`src/design/btf_pkg.sv`:
```
// shared types, codes and defaults for the boundary trace fill engine
// no dependencies; used by every other design file but btf_if
`timescale 1ns / 1ps

package btf_pkg;

  localparam int unsigned DefMaxWidth  = 256;
  localparam int unsigned DefMaxHeight = 256;
  localparam int unsigned DefColorBits = 8;

  typedef enum logic [1:0] {
    HD_RIGHT = 2'd0,
    HD_LEFT  = 2'd1,
    HD_UP    = 2'd2,
    HD_DOWN  = 2'd3
  } heading_e;

  typedef enum logic [1:0] {
    REQ_START   = 2'd0,
    REQ_REPLY   = 2'd1,
    REQ_ADVANCE = 2'd2,
    REQ_UNUSED  = 2'd3
  } req_e;

  typedef enum logic [2:0] {
    ACT_IDLE    = 3'd0,
    ACT_REQUEST = 3'd1,
    ACT_PIXEL   = 3'd2,
    ACT_RUN     = 3'd3,
    ACT_DONE    = 3'd4
  } act_e;

  typedef enum logic [1:0] {
    CFG_X_FIRST = 2'd0,
    CFG_Y_FIRST = 2'd1,
    CFG_X_LAST  = 2'd2,
    CFG_Y_LAST  = 2'd3
  } cfg_e;

  // frame-level phase, kept between transactions
  typedef enum logic [2:0] {
    PH_IDLE,
    PH_SCAN,
    PH_WAIT_START,
    PH_TRACE,
    PH_WAIT_PROBE,
    PH_FILL
  } phase_e;

  // sequencer state within one transaction
  typedef enum logic [3:0] {
    SQ_IDLE,
    SQ_DISPATCH,
    SQ_CLEAR,
    SQ_SCAN,
    SQ_SCAN_CHK,
    SQ_PROBE,
    SQ_PROBE_CHK,
    SQ_FILL,
    SQ_FILL_CHK,
    SQ_EMIT
  } seq_e;

  typedef enum logic [2:0] {
    EM_IDLE,
    EM_DONE,
    EM_REQ_SCAN,
    EM_REQ_ORG,
    EM_REQ_NB,
    EM_PLOT_ORG,
    EM_PLOT_NB,
    EM_RUN
  } emit_e;

  typedef enum logic [1:0] {
    RD_SCAN,
    RD_PROBE,
    RD_FILL
  } rdsrc_e;

  typedef struct packed {
    logic   latch;
    logic   start;
    logic   clr_wr;
    logic   reply_org;
    logic   reply_nb;
    logic   scan_clamp;
    logic   scan_wrap;
    logic   scan_inc;
    logic   scan_found;
    logic   probe_inc;
    logic   probe_clr;
    logic   move_probe;
    logic   move_rev;
    logic   fill_init;
    logic   fill_wr;
    logic   fill_inc;
    rdsrc_e rd_src;
    logic   capture;
    emit_e  emit_kind;
    logic   emit;
  } dp_cmd_t;

  typedef struct packed {
    req_e req_type;
    logic out_busy;
    logic clr_last;
    logic scan_end;
    logic scan_lo;
    logic scan_hi;
    logic rd_known;
    logic rd_match;
    logic rc_match;
    logic k_done;
    logic nb_in_win;
    logic fallback_scan;
    logic mvp_origin;
    logic mvp_up;
    logic mvr_origin;
    logic mvr_up;
    logic fill_lap;
    logic fill_end;
    logic run_nonempty;
  } dp_stat_t;

endpackage

```
`src/design/btf_ctrl.sv`:
```
// controller: frame phase and per-transaction sequencer
// depends on btf_pkg; drives btf_datapath through dp_cmd_t
`timescale 1ns / 1ps

module btf_ctrl import btf_pkg::*; (
  input  logic     clk_i,
  input  logic     rst_ni,
  input  logic     in_valid_i,
  output logic     in_ready_o,
  input  dp_stat_t stat_i,
  output dp_cmd_t  cmd_o
);

  seq_e   seq_q, seq_d;
  phase_e phase_q, phase_d;

  function automatic phase_e after_move(input logic at_origin, input logic up,
                                        input logic lap);
    phase_e p;
    if (at_origin) p = lap ? PH_SCAN : PH_TRACE;
    else if (lap && up) p = PH_FILL;
    else p = PH_TRACE;
    return p;
  endfunction

  always_ff @(posedge clk_i or negedge rst_ni) begin
    if (!rst_ni) begin
      seq_q   <= SQ_IDLE;
      phase_q <= PH_IDLE;
    end else begin
      seq_q   <= seq_d;
      phase_q <= phase_d;
    end
  end

  assign in_ready_o = seq_q == SQ_IDLE;

  always_comb begin
    cmd_o   = '0;
    seq_d   = seq_q;
    phase_d = phase_q;
    unique case (seq_q)
      SQ_IDLE: begin
        if (in_valid_i) begin
          cmd_o.latch = 1'b1;
          seq_d = SQ_DISPATCH;
        end
      end
      SQ_DISPATCH: begin
        seq_d = SQ_EMIT;
        cmd_o.capture = 1'b1;
        cmd_o.emit_kind = EM_IDLE;
        unique case (stat_i.req_type)
          REQ_START: begin
            cmd_o.start = 1'b1;
            phase_d = PH_SCAN;
            seq_d = SQ_CLEAR;
          end
          REQ_REPLY: begin
            if (phase_q == PH_WAIT_START) begin
              cmd_o.reply_org = 1'b1;
              cmd_o.emit_kind = EM_PLOT_ORG;
              phase_d = PH_TRACE;
            end else if (phase_q == PH_WAIT_PROBE) begin
              cmd_o.reply_nb = 1'b1;
              cmd_o.emit_kind = EM_PLOT_NB;
              if (stat_i.rc_match) begin
                cmd_o.move_probe = 1'b1;
                phase_d = after_move(stat_i.mvp_origin, stat_i.mvp_up, stat_i.fill_lap);
              end else begin
                cmd_o.probe_inc = 1'b1;
                phase_d = PH_TRACE;
              end
            end
          end
          REQ_ADVANCE: begin
            unique case (phase_q)
              PH_SCAN: begin
                cmd_o.capture = 1'b0;
                seq_d = SQ_SCAN;
              end
              PH_WAIT_START: cmd_o.emit_kind = EM_REQ_ORG;
              PH_WAIT_PROBE: cmd_o.emit_kind = EM_REQ_NB;
              PH_TRACE: begin
                cmd_o.capture = 1'b0;
                seq_d = SQ_PROBE;
              end
              PH_FILL: begin
                cmd_o.capture = 1'b0;
                cmd_o.fill_init = 1'b1;
                seq_d = SQ_FILL;
              end
              default: cmd_o.emit_kind = EM_IDLE;
            endcase
          end
          default: cmd_o.emit_kind = EM_IDLE;
        endcase
      end
      SQ_CLEAR: begin
        cmd_o.clr_wr = 1'b1;
        if (stat_i.clr_last) seq_d = SQ_EMIT;
      end
      SQ_SCAN: begin
        cmd_o.rd_src = RD_SCAN;
        if (stat_i.scan_end) begin
          cmd_o.capture = 1'b1;
          cmd_o.emit_kind = EM_DONE;
          phase_d = PH_IDLE;
          seq_d = SQ_EMIT;
        end else if (stat_i.scan_lo) begin
          cmd_o.scan_clamp = 1'b1;
        end else if (stat_i.scan_hi) begin
          cmd_o.scan_wrap = 1'b1;
        end else begin
          seq_d = SQ_SCAN_CHK;
        end
      end
      SQ_SCAN_CHK: begin
        if (!stat_i.rd_known) begin
          cmd_o.scan_found = 1'b1;
          cmd_o.capture = 1'b1;
          cmd_o.emit_kind = EM_REQ_SCAN;
          phase_d = PH_WAIT_START;
          seq_d = SQ_EMIT;
        end else begin
          cmd_o.scan_inc = 1'b1;
          seq_d = SQ_SCAN;
        end
      end
      SQ_PROBE: begin
        cmd_o.rd_src = RD_PROBE;
        if (stat_i.k_done) begin
          // all three probes failed: back out, or the trace is a single pixel
          cmd_o.capture = 1'b1;
          cmd_o.emit_kind = EM_IDLE;
          seq_d = SQ_EMIT;
          if (stat_i.fallback_scan) begin
            phase_d = PH_SCAN;
          end else begin
            cmd_o.move_rev = 1'b1;
            phase_d = after_move(stat_i.mvr_origin, stat_i.mvr_up, stat_i.fill_lap);
          end
        end else if (!stat_i.nb_in_win) begin
          cmd_o.probe_inc = 1'b1;
        end else begin
          seq_d = SQ_PROBE_CHK;
        end
      end
      SQ_PROBE_CHK: begin
        if (!stat_i.rd_known) begin
          cmd_o.capture = 1'b1;
          cmd_o.emit_kind = EM_REQ_NB;
          phase_d = PH_WAIT_PROBE;
          seq_d = SQ_EMIT;
        end else if (stat_i.rd_match) begin
          cmd_o.move_probe = 1'b1;
          cmd_o.capture = 1'b1;
          cmd_o.emit_kind = EM_IDLE;
          phase_d = after_move(stat_i.mvp_origin, stat_i.mvp_up, stat_i.fill_lap);
          seq_d = SQ_EMIT;
        end else begin
          cmd_o.probe_inc = 1'b1;
          seq_d = SQ_PROBE;
        end
      end
      SQ_FILL: begin
        cmd_o.rd_src = RD_FILL;
        if (stat_i.fill_end) begin
          cmd_o.probe_clr = 1'b1;
          cmd_o.capture = 1'b1;
          cmd_o.emit_kind = stat_i.run_nonempty ? EM_RUN : EM_IDLE;
          phase_d = PH_TRACE;
          seq_d = SQ_EMIT;
        end else begin
          seq_d = SQ_FILL_CHK;
        end
      end
      SQ_FILL_CHK: begin
        if (!stat_i.rd_known) begin
          cmd_o.fill_wr = 1'b1;
          cmd_o.fill_inc = 1'b1;
          seq_d = SQ_FILL;
        end else if (stat_i.rd_match) begin
          cmd_o.fill_inc = 1'b1;
          seq_d = SQ_FILL;
        end else begin
          // run stops at a pixel of another color
          cmd_o.probe_clr = 1'b1;
          cmd_o.capture = 1'b1;
          cmd_o.emit_kind = stat_i.run_nonempty ? EM_RUN : EM_IDLE;
          phase_d = PH_TRACE;
          seq_d = SQ_EMIT;
        end
      end
      SQ_EMIT: begin
        if (!stat_i.out_busy) begin
          cmd_o.emit = 1'b1;
          seq_d = SQ_IDLE;
        end
      end
      default: seq_d = SQ_IDLE;
    endcase
  end

endmodule

```
`config.mk`:
```
export PLATFORM = sky130hd
export DESIGN_NAME = btf_ctrl
export DESIGN_NICKNAME = d
export VERILOG_FILES = /design/src/design/btf_pkg.sv /design/src/design/btf_ctrl.sv
export SDC_FILE = /design/constraint.sdc
export NUM_CORES = 1
export LEC_CHECK = 0
export BUFFER_PORTS_ARGS = -buffer_cell sky130_fd_sc_hd__buf_2
export CAP_MARGIN = 5
export CORE_UTILIZATION = 44
export CTS_CLUSTER_SIZE = 20
export DETAILED_ROUTE_END_ITERATION = 8
export PLACE_DENSITY = 0.7
export SYNTH_ARGS = -nofsm -noshare
export SYNTH_HDL_FRONTEND = slang
export SYNTH_SLANG_ARGS = --single-unit
```
`constraint.sdc`:
```
create_clock -name clk_i -period 6.1 [get_ports clk_i]
set_input_delay 0.305 -clock clk_i [delete_from_list [all_inputs] [get_ports clk_i]]
set_output_delay 0.305 -clock clk_i [all_outputs]
set_load 0.02 [all_outputs]
```
-- After elaboration in Yosys (flattened, before gate mapping)
Index checks and enable logic that the tools add are counted.
- flip-flop bits (word level): 7
- bits of input ports: 23
- word-level logic and storage cells: 140
- reduce and logical (&&, ||, !) cells: 8
- muxes and demuxes: 99
- equality and inequality tests: 31
- operators with widths (kind ; count):
    $mux W4 ; 21
    $mux W3 ; 19
    $mux W1 ; 40
    $pmux W4 S10 ; 1
    $pmux W4 S7 ; 1
    $pmux W3 S7 ; 1
    $ne A2 B2 Y1 const B ; 9
    $pmux W3 S2 ; 3
    $eq A4 B3 Y1 const B ; 4
    $mux W2 ; 7
    $ne A3 B3 Y1 const B ; 4
    $pmux W4 S3 ; 1
    $reduce_and A10 Y1 ; 1
    $eq A4 B2 Y1 const B ; 2
    $eq A4 B4 Y1 const B ; 2
    $pmux W4 S2 ; 1
    $reduce_bool A7 Y1 ; 1
    $eq A3 B2 Y1 const B ; 2
    $eq A3 B3 Y1 const B ; 2
    $reduce_and A6 Y1 ; 1
    $eq A4 B1 Y1 const B ; 1
    $logic_not A4 Y1 ; 1
    $ne A4 B4 Y1 const B ; 1
    $pmux W1 S2 ; 2
    other kinds (9) ; 10

-- Logic depth before layout (Yosys ltp)
Gate-level depths: netlist of the first run.
- depth in word-level cells: 8
- depth in mapped cells: 7
- gate-level depth less buffers: 7

-- Least setup slack after synthesis of the first run
Ideal clock, no wire load.
- path kind: reg-to-output
- start point: register seq_q[1]
- end point: output port cmd_o[22] (netlist bit)
- arrival time: 1994 ps
- path buffers: 3
- setup slack: 3801 ps
- stages on the path, launching flop included: 6
- cells stage by stage: dfrtp_1 -> buf_6 -> buf_2 -> buf_1 -> nor4_1 -> and2_1
- RTL lines (what ; RTL line ; RTL):
    from (decl) ; btf_ctrl.sv:14 ; seq_e seq_q, seq_d;
    from (signal assigned) ; btf_ctrl.sv:31 ; seq_q <= seq_d;
    to (decl) ; btf_ctrl.sv:11 ; output dp_cmd_t cmd_o

==> results of run 1 <==
==> worst paths after layout <==
check / end / slack (ns) / depth (start not counted)
max reg2reg: phase_q[1] / 3.71 / 5
max: cmd_o[13] / 3.30 / 6
min: seq_q[2] / 0.36 / 2
min reg2reg: phase_q[2] / 0.56 / 1
min in group asynchronous: seq_q[3] / 0.42 / 2
max in group asynchronous: phase_q[1] / 5.53 / 2
==> area by class of cell <==
type / instances / area [sq um] / area share
Multi-Input combinational cell: 137 / 856 / 0.620
Timing Repair Buffer: 47 / 240 / 0.174
Sequential cell: 7 / 175 / 0.127
Inverter: 12 / 45.0 / 0.0326
Tap cell: 30 / 37.5 / 0.0272
Clock buffer: 4 / 26.3 / 0.0190
==> cells by family after synthesis <==
| family | after synthesis | share of synthesized area |
|---|---|---|
| muxes | 5 | 0.0463 |
| DFF | 7 | 0.154 |
| AOI/OAI and AO/OA | 40 | 0.236 |
| adders and majority gates | 3 | 0.0331 |
| buffers and inverters | 22 | 0.0915 |
| and+or+nand+nor | 89 | 0.439 |
==> routing by layer <==
layer | up-vias | routed length (um)
met5 | - | 0
met4 | 0 | 44
met3 | 4 | 297
met2 | 79 | 1610
met1 | 665 | 1540
li1 | 693 | -
==> power by group <==
group,leakage [nW],internal (mW),switching [mW]
sequential,0.0875,0.0646,0.0761
combinational,0.585,0.150,0.203
clock,0.0150,0.0249,0.0164
==> state kept, by name, summed over array words and instances (netlist names) <==
name     count
seq_q        4
phase_q      3
==> Yosys cell counts (2+ instances only) <==
| master | n | area (sq um) |
|---|---|---|
| dfrtp_1 | 7 | 175 |
| nand2b_1 | 6 | 37.5 |
| nor2_1 | 19 | 71.3 |
| nor4_1 | 4 | 25.0 |
| nor2b_1 | 4 | 25.0 |
| buf_6 | 2 | 22.5 |
| o21ai_0 | 7 | 35.0 |
| a21oi_1 | 12 | 60.1 |
| buf_2 | 5 | 25.0 |
| nand2_1 | 20 | 75.1 |
| o221ai_1 | 2 | 17.5 |
| mux2i_1 | 3 | 30.0 |
| nor3b_1 | 3 | 22.5 |
| a22oi_1 | 2 | 15.0 |
| ha_1 | 3 | 37.5 |
| buf_1 | 2 | 7.51 |
| nand4b_1 | 3 | 26.3 |
| mux2_2 | 2 | 22.5 |
| or3_1 | 3 | 18.8 |
| nor3_1 | 5 | 25.0 |
| and3_1 | 3 | 18.8 |
| o21ai_1 | 3 | 15.0 |
| nand3_1 | 7 | 35.0 |
| inv_1 | 12 | 45.0 |
==> per-stage QoR <==
step           utilization  hold WS, ns  total power [mW]
6_report             0.562        0.358             0.534
3_3_place_gp         0.547        0.143             0.481
5_1_grt              0.562        0.350             0.583
4_1_cts              0.562        0.345             0.529
3_5_place_dp         0.547        0.148             0.485
2_1_floorplan            -      0.00941             0.405
==> results.toml, run 1 <==
[outcome]
status = "finished, final reports clean"

[setup_path]
cp-end-kind = "output port"
cp.required_ns = 5.79
slowest_stage = "dfrtp_1"
cp_num_buf_inv = 2
critPathTopFamily = "simple AND/OR/NAND/NOR gates"
r2r_start = "seq_q[1]"
setup.worst_path.start = "seq_q[1]"
cp_slowest_stage_delay_ns = 0.69
start_kind = "flop"
crit_chain = "nor4b_2, nand3_1, nor2_1, inv_1, o221ai_1, buf_2"
critPathKind = "flop to output port"
critPathMaxFanout = 30
critPathArrivalTime_ns = 2.49

[clocking]
ctsResizeCount = 0
cts_max_level = 1
path_clk_slew_ns = 0.05
clockBufferDepth = 2
cts-root-buf = "clkbuf_4"
holdBufCountCts = 1
postCtsSetupRepairBufs = 0
cts.sinks = 7
insertion_delay_ns = 0.24
cts_tree = "done"
cts_buffers = 3

[finish]
final_nets = 234
area_growth_pct = 21.6
drive_gt1_frac = 0.275
layout_commonest_cell = "buf_2"
mostFrequentLayoutCells = "46 x buf_2, 20 x nand2_1, 19 x nor2_1"
final-instance-count-excl-fill = 237
diodes = 0
final.fill_count = 242
fin_area_sq_um = 1380

[placed_design]
post-place-ws_ns = 3.62
dp_cells = 232
placed_cell_area_sq_um = 1340
dp_hpwl_um = 2700
io_buffer_count = 46
place_congestion = 0.937

[drt]
avgViaCountPerCell = 6.08
drtIter0Drc = 71
firstDrtPassIters = 4
drcViolationCount = 0
vias = 1441
drt-total-wl_um = 3490
wl_per_cell_um = 14.7
postRouteAntennaNets = 0

[job]
drv_cap = 0

[sta]
skew_ns = 0.000259
hold_viol = 0
maxSlewViolCount = 0
slew_headroom = 0.429
worst_pin_slew_ns = 0.857
finalCritPeriodShare = 0.458
tns_ns = 0
fin_crit_ns = 2.80
setup_slack_ns = 3.30
fmax_mhz = 358
finalSetupViolCount = 0
rsz0062_at_grt = "false"

[grt]
grt_overflow_total = 0
grt_pass1_vias = 1227
busiest_layer = "met2"
antenna_found_initial = 0
grt.total_usage = 0.265
grt_max_degree = 31
gr-usage-met1 = 0.359
grt_first_pass_wirelength_um = 5500
use_met3 = 0.0348
gr-usage-met2 = 0.439

[synth]
ys_types = 51
synth_warnings = 0
syn_avg_cell_area_sq_um = 6.84
synthArstFlopShare = 1.00
syn_area_sq_um = 1130
synth_edf_count = 0
synthesis.nets = 192
ys_seq_elements = 7
syn_inst = 166
seq_area_frac_synth = 0.154
synth_flop_cell = "dfrtp_1"

[floorplan]
die_area_sq_um = 2790
core_sq_um = 2450
dieWidth_um = 52.8
die_h_um = 52.8
initial_utilization = 0.462
io_pins = 47
rows = 18

[power]
power_density_nw_per_um2 = 387
p_leak_nw = 0.687
peakVddDrop_mv = 0.253

[worst_hold_path]
hold_path.startpoint = "stat_i[9]"
hp-class = "input port to flop"
Note: power is estimated with default switching activity, not from simulation.
==> inputs of run 2 (changes only) <==
Clock period 6.1 ns to 2.8 ns, I/O delays scaled along.
==> results.toml, run 2 (synthesis results as in run 1) <==
[outcome]
status = "finished, final reports clean"

[clocking]
cts_max_level = 1
clockBufferDepth = 2
insertion_delay_ns = 0.26
ctsResizeCount = 0
cts_tree = "done"
cts.sinks = 7
cts-root-buf = "clkbuf_4"
postCtsSetupRepairBufs = 0
cts_buffers = 3
holdBufCountCts = 1
path_clk_slew_ns = 0.05

[finish]
drive_gt1_frac = 0.282
reg.largest.list = "seq_q (4), phase_q (3)"
final.fill_count = 249
diodes = 0
final_nets = 236
top_register = "seq_q"
area_growth_pct = 22.9
mostFrequentLayoutCells = "46 x buf_2, 20 x nand2_1, 19 x nor2_1"
largest_reg_flops = 4
layout_commonest_cell = "buf_2"

[setup_path]
slowest_stage = "nor4b_2"
critPathArrivalTime_ns = 2.50
cp_slowest_stage_delay_ns = 0.67
setup.worst_path.start = "seq_q[1]"
critPathTopFamily = "simple AND/OR/NAND/NOR gates"
crit_chain = "nor4b_2, nand3_1, nor2_1, inv_1, o221ai_1, buf_2"
cp-end-kind = "output port"
cp.required_ns = 2.66
r2r_start = "seq_q[2]"
critPathKind = "flop to output port"
cp_num_buf_inv = 2
critPathMaxFanout = 27
start_kind = "flop"

[floorplan]
io_pins = 47
initial_utilization = 0.462
rows = 18
die_area_sq_um = 2790
core_sq_um = 2450
die_h_um = 52.8
dieWidth_um = 52.8

[job]
drv_cap = 0

[grt]
grt.total_usage = 0.265
antenna_found_initial = 0
grt_first_pass_wirelength_um = 5420
grt_overflow_total = 0
grt_max_degree = 28
grt_pass1_vias = 1226

[power]
power_density_nw_per_um2 = 854
p_leak_nw = 0.697
peakVddDrop_mv = 0.625
power_mw = 1.19

[sta]
rsz0062_at_grt = "false"
finalSetupViolCount = 0
maxSlewViolCount = 0
tns_ns = 0
fin_crit_ns = 2.64
finalCritPeriodShare = 0.943
hold_ws_ns = 0.179
worst_pin_slew_ns = 0.782
fmax_mhz = 379
hold_viol = 0
setup_slack_ns = 0.159
skew_ns = 0.00413
slew_headroom = 0.478

[placed_design]
place_congestion = 0.950
dp_hpwl_um = 2770
post-place-ws_ns = 0.500
io_buffer_count = 46

[drt]
avgViaCountPerCell = 5.95
postRouteAntennaNets = 0
vias = 1421
drtIter0Drc = 81
drcViolationCount = 0
drt-total-wl_um = 3590
firstDrtPassIters = 4
wl_per_cell_um = 15.0

[worst_hold_path]
hold_path.startpoint = "stat_i[9]"
hp-class = "input port to flop"
[run 2: layout make-up]
type                       instances  area (sq um)  share of cell area
tap                               30          37.5              0.0269
sequential                         7           175               0.126
inverter                          12          45.0              0.0323
clock buffer                       4          26.3              0.0188
multi-input combinational        137           856               0.613
timing repair buffer              49           255               0.183
[run 2: metal layers]
layer  wire (um)  global-route usage  vias up  share of wire
met5           0                   0        -              0
met4          59              0.0526        0          0.016
met3         275              0.0464        7          0.077
met2        1720               0.441       69           0.48
met1        1530               0.355      644           0.43
li1            -                   -      701              -
[run 2: per-stage QoR]
step | instances | cell area, sq um | util
after floorplan | 166 | 1130 | -
after global placement | 234 | 1360 | 0.554
after detailed placement | 234 | 1360 | 0.554
after CTS | 239 | 1400 | 0.568
after global routing | 239 | 1400 | 0.568
final | 239 | 1400 | 0.568
[run 2: final timing paths]
check	to	slack [ns]	cells after the start
min in group asynchronous	seq_q[1]	0.23	2
max in group asynchronous	phase_q[1]	2.41	2
worst max register to register	phase_q[1]	0.48	5
worst min-delay path	seq_q[2]	0.18	2
worst max-delay path	cmd_o[13]	0.16	6
worst min register to register	phase_q[2]	0.56	1
[run 2: power by group]
part           total [mW]  internal [mW]  switching [mW]
sequential          0.303          0.141           0.162
combinational       0.794          0.341           0.453
clock              0.0945         0.0545          0.0400
total                1.19          0.536           0.655
